<file path="config.mk">
export PLATFORM = sky130hd
export DESIGN_NAME = ymodem_packet_framer_top
export DESIGN_NICKNAME = d
export VERILOG_FILES = /design/src/hdl/ypf_pkg.sv /design/src/hdl/ypf_framer.sv /design/src/hdl/ymodem_packet_framer_top.sv
export SDC_FILE = /design/constraint.sdc
export NUM_CORES = 1
export LEC_CHECK = 0
export ABC_AREA = 1
export BUFFER_PORTS_ARGS = -buffer_cell sky130_fd_sc_hd__clkbuf_2
export CAP_MARGIN = 0
export CORE_MARGIN = 2
export CORE_UTILIZATION = 61
export DETAILED_ROUTE_END_ITERATION = 10
export PLACE_DENSITY = 0.8
export SLEW_MARGIN = 10
export SYNTH_ARGS = -nofsm -noshare
export SYNTH_HDL_FRONTEND = slang
export SYNTH_SLANG_ARGS = --single-unit
</file>
<file path="constraint.sdc">
create_clock -name clk_i -period 2.75 [get_ports clk_i]
set_input_delay 0.4125 -clock clk_i [delete_from_list [all_inputs] [get_ports clk_i]]
set_output_delay 0.4125 -clock clk_i [all_outputs]
set_load 0.03 [all_outputs]
</file>
<file path="src/hdl/ypf_pkg.sv">
// Shared types, constants and the CRC-16/XMODEM byte update of the YMODEM packet framer.
// No dependencies; imported by ypf_framer and the top level.
package ypf_pkg;

  // Data bytes in one packet (128 for classic blocks, up to 1024 for 1K blocks).
  localparam int unsigned PayloadBytes = 128;

  localparam int PosWidth  = 10;
  localparam int MaxResult = 4;
  localparam int CntWidth  = $clog2(MaxResult + 1);
  localparam int IdxWidth  = $clog2(MaxResult);

  localparam logic [7:0]  ByteSoh = 8'h01;
  localparam logic [7:0]  ByteStx = 8'h02;
  localparam logic [7:0]  ByteEot = 8'h04;
  localparam logic [7:0]  BytePad = 8'h1A;
  localparam logic [7:0]  ByteZeroPad = 8'h00;
  localparam logic [15:0] CrcPoly = 16'h1021;
  localparam logic [7:0]  ByteHeader = (PayloadBytes > 128) ? ByteStx : ByteSoh;
  localparam logic [PosWidth:0] PosLast = (PosWidth + 1)'(PayloadBytes);

  typedef enum logic [2:0] {
    CMD_PAYLOAD = 3'd0,
    CMD_PAD     = 3'd1,
    CMD_ACK     = 3'd2,
    CMD_RETRY   = 3'd3,
    CMD_RESTART = 3'd4,
    CMD_EOT     = 3'd5
  } cmd_e;

  // Result bytes of one item, in transmit order.
  typedef struct packed {
    logic [CntWidth-1:0]            cnt;
    logic [MaxResult-1:0][7:0]      bytes;
    logic [MaxResult-1:0]           ends;
  } frame_res_t;

  // Fold one byte into a CRC-16/XMODEM (no reflection, no final xor).
  function automatic logic [15:0] crc_update(input logic [15:0] crc_in,
                                             input logic [7:0] data);
    logic [15:0] crc;
    crc = crc_in ^ {data, 8'h00};
    for (int k = 0; k < 8; k++) begin
      if (crc[15]) begin
        crc = {crc[14:0], 1'b0} ^ CrcPoly;
      end else begin
        crc = {crc[14:0], 1'b0};
      end
    end
    return crc;
  endfunction

endpackage

</file>
<file path="src/hdl/ypf_framer.sv">
// Packet state (position, block number, running CRC) and result byte generation.
// Depends on ypf_pkg.
module ypf_framer (
  input  logic                     clk_i,
  input  logic                     rst_ni,
  input  logic                     load_i,
  input  logic [2:0]               cmd_i,
  input  logic [7:0]               payload_byte_i,
  output ypf_pkg::frame_res_t      res_o
);
  import ypf_pkg::*;

  logic [PosWidth-1:0] pos_q, pos_d;
  logic [7:0]          blk_q, blk_d;
  logic [15:0]         crc_q, crc_d;

  logic [7:0]          data_byte;
  logic [15:0]         crc_base;
  logic [15:0]         crc_new;
  logic [PosWidth:0]   pos_inc;
  logic                pkt_last;

  assign data_byte = (cmd_i == CMD_PAYLOAD) ? payload_byte_i :
                     ((blk_q == 8'd0) ? ByteZeroPad : BytePad);
  assign crc_base  = (pos_q == '0) ? 16'h0000 : crc_q;
  assign crc_new   = crc_update(crc_base, data_byte);
  assign pos_inc   = {1'b0, pos_q} + (PosWidth + 1)'(1);
  assign pkt_last  = (pos_inc >= PosLast);

  always_comb begin
    res_o = '0;
    pos_d = pos_q;
    blk_d = blk_q;
    crc_d = crc_q;
    unique case (cmd_i)
      CMD_PAYLOAD, CMD_PAD: begin
        if (pos_q == '0) begin
          res_o.bytes[0] = ByteHeader;
          res_o.bytes[1] = blk_q;
          res_o.bytes[2] = ~blk_q;
          res_o.bytes[3] = data_byte;
          res_o.cnt      = CntWidth'(4);
        end else if (pkt_last) begin
          res_o.bytes[0] = data_byte;
          res_o.bytes[1] = crc_new[15:8];
          res_o.bytes[2] = crc_new[7:0];
          res_o.ends[2]  = 1'b1;
          res_o.cnt      = CntWidth'(3);
        end else begin
          res_o.bytes[0] = data_byte;
          res_o.cnt      = CntWidth'(1);
        end
        pos_d = pkt_last ? '0 : pos_inc[PosWidth-1:0];
        crc_d = pkt_last ? 16'h0000 : crc_new;
      end
      CMD_ACK: begin
        blk_d = blk_q + 8'd1;
        pos_d = '0;
        crc_d = 16'h0000;
      end
      CMD_RETRY: begin
        pos_d = '0;
        crc_d = 16'h0000;
      end
      CMD_RESTART: begin
        blk_d = 8'd0;
        pos_d = '0;
        crc_d = 16'h0000;
      end
      CMD_EOT: begin
        res_o.bytes[0] = ByteEot;
        res_o.ends[0]  = 1'b1;
        res_o.cnt      = CntWidth'(1);
        pos_d = '0;
        crc_d = 16'h0000;
      end
      default: begin
      end
    endcase
  end

  always_ff @(posedge clk_i or negedge rst_ni) begin
    if (!rst_ni) begin
      pos_q <= '0;
      blk_q <= '0;
      crc_q <= '0;
    end else if (load_i) begin
      pos_q <= pos_d;
      blk_q <= blk_d;
      crc_q <= crc_d;
    end
  end

endmodule

</file>
<file path="src/hdl/ymodem_packet_framer_top.sv">
// Top level of the YMODEM packet framer: input register, framer, result buffer.
// Depends on ypf_pkg and ypf_framer.
//
// Each item (a payload or pad byte, or a command) is taken into an input register,
// turned into zero to four transmit bytes by the combinational framer, and those bytes
// are held in a four-entry result buffer that drives the output one byte a cycle while
// out_stall_i is low. An item that yields at most one byte flows at one item per cycle
// while the output is not stalled; the item that opens a packet (header of three bytes
// plus its data byte) and the one that closes it (data byte plus two CRC bytes) make
// the next item wait in the input register until the single-byte output port has
// drained the buffer. Ack, retry and restart produce no bytes.
module ymodem_packet_framer_top (
  input  logic       clk_i,
  input  logic       rst_ni,
  input  logic       in_valid_i,
  output logic       in_stall_o,
  input  logic [2:0] cmd_i,
  input  logic [7:0] payload_byte_i,
  output logic       out_valid_o,
  input  logic       out_stall_i,
  output logic [7:0] tx_byte_o,
  output logic       frame_end_o
);
  import ypf_pkg::*;

  // Input register.
  logic       in_vld_q;
  logic [2:0] cmd_q;
  logic [7:0] byte_q;

  // Result buffer: entries, fill count and read index.
  logic [MaxResult-1:0][7:0] buf_bytes_q;
  logic [MaxResult-1:0]      buf_ends_q;
  logic [CntWidth-1:0]       cnt_q;
  logic [IdxWidth-1:0]       rd_q;

  frame_res_t res;
  logic       in_acc;
  logic       out_acc;
  logic       move;

  assign out_acc = out_valid_o && !out_stall_i;
  // Hand the held item to the framer once the buffer is empty or its last byte leaves.
  assign move    = in_vld_q && ((cnt_q == '0) ||
                                ((cnt_q == CntWidth'(1)) && out_acc));
  assign in_stall_o = in_vld_q && !move;
  assign in_acc     = in_valid_i && !in_stall_o;

  ypf_framer u_framer (
    .clk_i          (clk_i),
    .rst_ni         (rst_ni),
    .load_i         (move),
    .cmd_i          (cmd_q),
    .payload_byte_i (byte_q),
    .res_o          (res)
  );

  always_ff @(posedge clk_i or negedge rst_ni) begin
    if (!rst_ni) begin
      in_vld_q <= 1'b0;
    end else if (in_acc) begin
      in_vld_q <= 1'b1;
    end else if (move) begin
      in_vld_q <= 1'b0;
    end
  end

  // Payload of the input register; hold while stalled.
  always_ff @(posedge clk_i) begin
    if (in_acc) begin
      cmd_q  <= cmd_i;
      byte_q <= payload_byte_i;
    end
  end

  always_ff @(posedge clk_i or negedge rst_ni) begin
    if (!rst_ni) begin
      cnt_q <= '0;
      rd_q  <= '0;
    end else if (move) begin
      cnt_q <= res.cnt;
      rd_q  <= '0;
    end else if (out_acc) begin
      cnt_q <= cnt_q - CntWidth'(1);
      rd_q  <= rd_q + IdxWidth'(1);
    end
  end

  always_ff @(posedge clk_i) begin
    if (move) begin
      buf_bytes_q <= res.bytes;
      buf_ends_q  <= res.ends;
    end
  end

  assign out_valid_o = (cnt_q != '0);
  assign tx_byte_o   = buf_bytes_q[rd_q];
  assign frame_end_o = buf_ends_q[rd_q];

endmodule

</file>
==> results of run 1 <==
layout make-up:
cell class | instances | area, um2
Clock inverter | 7 | 66.3
Tap cell | 99 | 124
Clock buffer | 9 | 124
Inverter | 74 | 280
Fill cell | 586 | 2280
Timing Repair Buffer | 30 | 163
Sequential cell | 85 | 2350
Multi-Input combinational cell | 367 | 1820
worst max-delay path, delay by kind of cell, from the launching register on:
family | cells | cell delay, ps
flops | 1 | 420
buf+inv | 2 | 120
compound gates | 1 | 220
simple gates | 9 | 1330
fa+ha+maj | 1 | 140
cells by family (layout without fill, tap and decap cells):
| logic type | Yosys count | after routing | synth area share |
|---|---|---|---|
| simple gates | 283 | 283 | 0.282 |
| flops | 85 | 85 | 0.522 |
| buf+inv | 85 | 120 | 0.0744 |
| compound gates | 67 | 67 | 0.0835 |
| xor+xnor | 10 | 10 | 0.0194 |
| fa+ha+maj | 7 | 7 | 0.0194 |
synth_stat cells, types with 2 or more instances:
master    number  area, um2
o31ai_1        2       15.0
buf_4          2       15.0
nor2_8         2       40.0
buf_2          5       25.0
clkbuf_1       4       15.0
o21ai_0       28        140
nand4_1        3       18.8
nor3_1         9       45.0
nor2_4         3       33.8
edfxtp_1      45       1350
o21ai_1        6       30.0
nand2_2        8       50.1
nor2_2         5       31.3
nor2_1        60        225
inv_2         10       37.5
dfrtp_1       40       1000
ha_1           7       87.6
a21oi_1        4       20.0
xor2_1         9       78.8
nand2_1      147        552
a31oi_1        2       12.5
o22ai_1       23        144
nand3_1       38        190
nand3b_1       3       22.5
inv_1         63        236
final timing paths:
check | cells past startpoint | end | from
min in group asynchronous | 1 | in_vld_q | rst_ni
max in group asynchronous | 1 | u_framer.crc_q[0] | rst_ni
min | 1 | byte_q[1] | payload_byte_i[1]
min reg2reg | 2 | u_framer.pos_q[9] | u_framer.pos_q[9]
max | 13 | buf_bytes_q[14] | u_framer.pos_q[0]
max reg2reg | 13 | buf_bytes_q[14] | u_framer.pos_q[0]
power breakdown:
| part | leakage (nW) | switching, mW | internal (mW) |
|---|---|---|---|
| Combinational | 1.28 | 2.27 | 0.870 |
| Clock | 0.0887 | 0.451 | 0.413 |
| Sequential | 0.954 | 0.262 | 1.89 |
metal layers:
metal  track usage  vias to the layer above
met2         0.445                      172
met3        0.0444                       28
met1         0.385                     1773
met4         0.108                        0
li1              -                     1806
met5             0                        -
flip-flops by register name (all words and copies together) (netlist names), 3 cells and up:
signal and flops:
u_framer.blk_q 8, u_framer.pos_q 10, u_framer.crc_q 16, cnt_q 3
byte_q 8, cmd_q 3, buf_bytes_q 32
cell usage in the layout (no fill, tap or decap):
cell        netlist  final
nand2_2           8      8
nand2_1         147    147
nor2_8            2      2
clkinv_2          0      2
o21ai_1           6      6
nand3b_1          3      3
xor2_1            9      9
nand3_4           1      1
inv_1            63     63
edfxtp_1         45     45
ha_1              7      7
nand3_1          38     38
o31ai_1           2      2
nand2_4           1      1
nor2_1           60     60
clkinvlp_4        0      3
or2_1             1      1
nor3_4            1      1
nor3_1            9      9
bufinv_16         0      1
o22ai_1          23     23
o21bai_1          1      1
inv_2            10     10
o21ai_0          28     28
a21boi_0          1      1
nand3_2           1      1
xnor2_1           1      1
nor2_4            3      3
clkbuf_2          0     25
nor2_2            5      5
a31oi_1           2      2
nand4_1           3      3
clkinv_1          0      1
dfrtp_1          40     40
buf_4             2      5
a21oi_1           4      4
inv_4             1      1
clkbuf_8          0      9
metrics by stage:
stage                      util  std cells  cell area, um2  power, mW
after global placement    0.657        655            4740       5.16
after detailed placement  0.657        655            4740       5.26
final                     0.683        671            4930       6.16
after floorplan               -        537            4510       4.46
after global routing      0.683        671            4930       6.62
after CTS                 0.683        671            4930       6.12
==> results.yml, run 1 <==
outcome:
  status: "complete, no violations"
synthesis:
  yosysUniqueCellTypes: 34
  yosys_warnings: 0
  syn-cell-area_um2: 4510
  synth-async-reset-ratio: 0.471
  synthCells: 537
  synth.net_count: 559
  postSynthAreaPerCell_um2: 8.40
  ys_ff_latch: 85
  synth_edf_count: 45
  seq_area_frac_synth: 0.522
  synth-main-ff-cell: "edfxtp_1"
floorplanning:
  initial_core_util: 0.625
  dieArea_um2: 8100
  core-area_um2: 7210
  fp.dieH_um: 90.0
  io_pins: 26
  rows: 31
  die_w_um: 90.0
drt:
  wire_per_inst_um: 15.4
  wl_mm: 10.4
  routed-wl-met2_mm: 4.88
  dr_wl_met3_um: 633
  dr.pass1.iters: 5
  num_vias: 3779
  antenna_left: 0
  vias_per_cell: 5.63
  maxUsedRoutingLayer: "met4"
  drc_errors: 0
  drt-initial-drc-count: 367
  wl_met1_mm: 4.58
global_routing:
  grt_pass1_vias: 3605
  overflow: 0
  grt_pass1_wl_mm: 17.6
  antenna_found_initial: 0
  grt_max_degree: 41
  track_usage: 0.278
clocking:
  clk_pin_slew_worst_paths_ps: 90
  h-tree-depth: 3
  clock_latency_ps: 370
  cts.sinks: 85
  cts_buffers: 9
  root_buffer: "clkbuf_8"
  tritoncts: "yes"
  cts_resized: 0
  ctsHoldBuffers: 0
  cts_setup_buffers: 0
  clk_path_buf_depth: 2
hold_path:
  hp-class: "input pin to flip-flop"
worst_setup_path:
  required_ps: 2870
  slowest_stage: "nor2_2"
  worst_ep_arrival_time_ps: 2600
  rrSetupSlack_ps: 270
  crit_chain: "inv_1 -> ha_1 -> inv_1 -> nor2_1 -> nand3_1 -> nor2_2 -> o21ai_0 -> nand2_1 -> nand2_1 -> nand2_1 -> nand2_1 -> nand3_1 -> nand2_1"
  startpoint_type: "flip-flop"
  slowest_delay_ps: 440
  criticalPathCategory: "flip-flop to flip-flop"
  critPathMaxFanout: 10
  cp_common_cell: "nand2_1"
  setup.worst_path.end_class: "flip-flop"
timing:
  hold_ws_ps: 214
  rsz0062_at_grt: "no"
  finalClockSkew_ps: 8.46
  slew_headroom: 0.302
  period_minus_slack_ps: 2480
  finalCritPeriodShare: 0.900
  fmax_mhz: 404
  finalSetupViolCount: 0
  tns_ps: 0
  worstMarginPinSlew_ps: 1050
  maxSlewViolCount: 0
  fin_ws_ps: 274
  hold_viol: 0
placement:
  dpl.hpwl_mm: 7.72
  io_buffers: 25
  place.gp.congestion: 0.921
  pre_cts_ws_ps: 331
run:
  drv_cap: 0
power_and_ir_drop:
  powerDensity_nw_per_um2: 1250
  p_leak_nw: 2.33
  ir_drop_v: 0.000716
cells_and_area:
  final_nets: 589
  area_growth_pct: 9.35
  diodes: 0
  drive_above_1_share: 0.136
Power figures use the tool's default switching activity.
==> run 2, diff against run 1 <==
--- a/config.mk
+++ b/config.mk
@@ -9,9 +9,10 @@
 export BUFFER_PORTS_ARGS = -buffer_cell sky130_fd_sc_hd__clkbuf_2
 export CAP_MARGIN = 0
 export CORE_MARGIN = 2
-export CORE_UTILIZATION = 61
+export CORE_UTILIZATION = 55
 export DETAILED_ROUTE_END_ITERATION = 10
-export PLACE_DENSITY = 0.8
+export GPL_TIMING_DRIVEN = 0
+export PLACE_DENSITY = 0.76
 export SLEW_MARGIN = 10
 export SYNTH_ARGS = -nofsm -noshare
 export SYNTH_HDL_FRONTEND = slang
==> constraint.sdc (replaced) <==
create_clock -name clk_i -period 2.1 [get_ports clk_i]
set_input_delay 0.315 -clock clk_i [delete_from_list [all_inputs] [get_ports clk_i]]
set_output_delay 0.315 -clock clk_i [all_outputs]
set_load 0.03 [all_outputs]
==> run 2 against run 1 <==
Clock skew grew 1.1 ps. Flip-flop and latch count unchanged. Cell count rose by 5.5%. Power increased by 64%. Non-clock buffer count is 30 higher. Critical path type unchanged. Largest cell class unchanged.
==> results.yml, run 2 (synthesis results as in run 1) <==
timing:
  tns_ps: 0
  hold_viol: 0
  worstMarginPinSlew_ps: 1060
  finalSetupViolCount: 0
  slew_headroom: 0.293
  period_minus_slack_ps: 2070
  finalCritPeriodShare: 0.986
  fmax_mhz: 483
  maxSlewViolCount: 0
  finalClockSkew_ps: 9.55
  rsz0062_at_grt: "yes"
cells_and_area:
  reg.largest.list: "buf_bytes_q: 32 flops, u_framer.crc_q: 16 flops, u_framer.pos_q: 10 flops"
  drive_above_1_share: 0.265
  final_common_cell: "nand2_1"
  largest_reg_flops: 32
  fin_util: 0.675
  layout_common_cells: "nand2_1, inv_1, nor2_1"
  fin_area_um2: 5460
  final_nets: 620
  regMostFlops: "buf_bytes_q"
  diodes: 0
  area_growth_pct: 21.1
global_routing:
  gr-usage-met3: 0.0670
  track_usage: 0.264
  grt_pass1_vias: 3640
  antenna_found_initial: 0
  grt_util_met2: 0.436
  grt_pass1_wl_mm: 17.6
  busiest_layer: "met2"
  overflow: 0
  use_met1: 0.335
  grt_max_degree: 41
placement:
  placed_area_um2: 4800
  place.gp.congestion: 0.909
  io_buffers: 25
  dpl.hpwl_mm: 7.60
worst_setup_path:
  crit_chain: "inv_1 -> ha_1 -> inv_1 -> nor2_1 -> nand3_2 -> buf_6 -> buf_12 -> nand3_2 -> nand2_1 -> nand2_2 -> nand3_2 -> nand3_2 -> nand2_1"
  slowest_stage: "dfrtp_1"
  worst_ep_arrival_time_ps: 2190
  cp_num_buf_inv: 4
  critPathTopFamily: "simple AND/OR/NAND/NOR gates"
  critPathMaxFanout: 8
  slowest_delay_ps: 390
  required_ps: 2220
  cp_common_cell: "nand3_2"
  setup.worst_path.end_class: "flip-flop"
  rrSetupSlack_ps: 30
  startpoint_type: "flip-flop"
  criticalPathCategory: "flip-flop to flip-flop"
drt:
  drc_errors: 0
  drt-initial-drc-count: 287
  antenna_left: 0
  wire_per_inst_um: 16.4
  num_vias: 3967
  wl_mm: 11.6
  vias_per_cell: 5.60
  dr.pass1.iters: 5
clocking:
  clock_latency_ps: 360
  h-tree-depth: 3
  root_buffer: "clkbuf_8"
  clk_path_buf_depth: 2
  cts_buffers: 9
  clk_pin_slew_worst_paths_ps: 90
  cts.sinks: 85
  ctsHoldBuffers: 0
  tritoncts: "yes"
floorplanning:
  core-area_um2: 8090
  initial_core_util: 0.557
  die_w_um: 94.5
  rows: 33
  dieArea_um2: 8940
  fp.dieH_um: 94.5
  io_pins: 26
run:
  drv_cap: 0
outcome:
  status: "complete, no violations"
power_and_ir_drop:
  p_leak_nw: 2.55
  total_power_mw: 10.1
  ir_drop_v: 0.000712
  powerDensity_nw_per_um2: 1850
hold_path:
  hp-class: "input pin to flip-flop"
==> run 2: changes by cell type in the layout (fill, tap and decap cells not counted), sizes merged <==
cell / delta
bufinv: +2
inv: -1
clkbuf: +4
buf: +27
clkinv: -1
==> run 2: metrics by stage <==
step	hold slack [ps]	setup WS [ps]	std cells
6_report	122	29.4	708
5_1_grt	120	-60.3	708
4_1_cts	122	5.49	691
3_5_place_dp	466	-249	667
3_3_place_gp	465	-224	667
2_1_floorplan	19.4	3.40	537
==> run 2: layer usage <==
metal	wire length, um	share of wire	vias to the layer above
met1	4660	0.40	1822
met5	0	0	-
met3	939	0.081	51
li1	-	-	1864
met4	504	0.043	0
met2	5510	0.47	230
==> run 2: area by class of cell <==
| cell class | count | area [um2] |
|---|---|---|
| Clock inverter | 6 | 111 |
| Clock buffer | 10 | 128 |
| Tap cell | 105 | 131 |
| Timing Repair inverter | 1 | 7.51 |
| Multi-Input combinational cell | 367 | 2020 |
| Sequential cell | 85 | 2350 |
| Buffer | 10 | 75.1 |
| Timing Repair Buffer | 50 | 345 |
| Fill cell | 638 | 2630 |
| Inverter | 74 | 287 |
==> run 2: repair_timing <==
action                     in CTS  in global routing
gates cloned                    1                  0
setup buffers                   8                 17
resized for setup              13                 52
pin swaps                       3                 15
setup endpoints to repair      66                 36
==> run 2: power breakdown <==
part,internal (mW),switching [mW],total (mW)
Sequential,2.48,0.306,2.78
Combinational,2.18,3.78,5.95
Clock,0.790,0.596,1.39
==> run 2: worst paths after layout <==
kind                                    from                 to  cells past startpoint
max reg2reg                u_framer.pos_q[0]    buf_bytes_q[23]                     13
max                        u_framer.pos_q[0]    buf_bytes_q[23]                     13
min                        payload_byte_i[4]          byte_q[4]                      1
max in group asynchronous             rst_ni            rd_q[0]                      1
min in group asynchronous             rst_ni  u_framer.crc_q[7]                      1
min reg2reg                u_framer.crc_q[5]  u_framer.crc_q[5]                      2
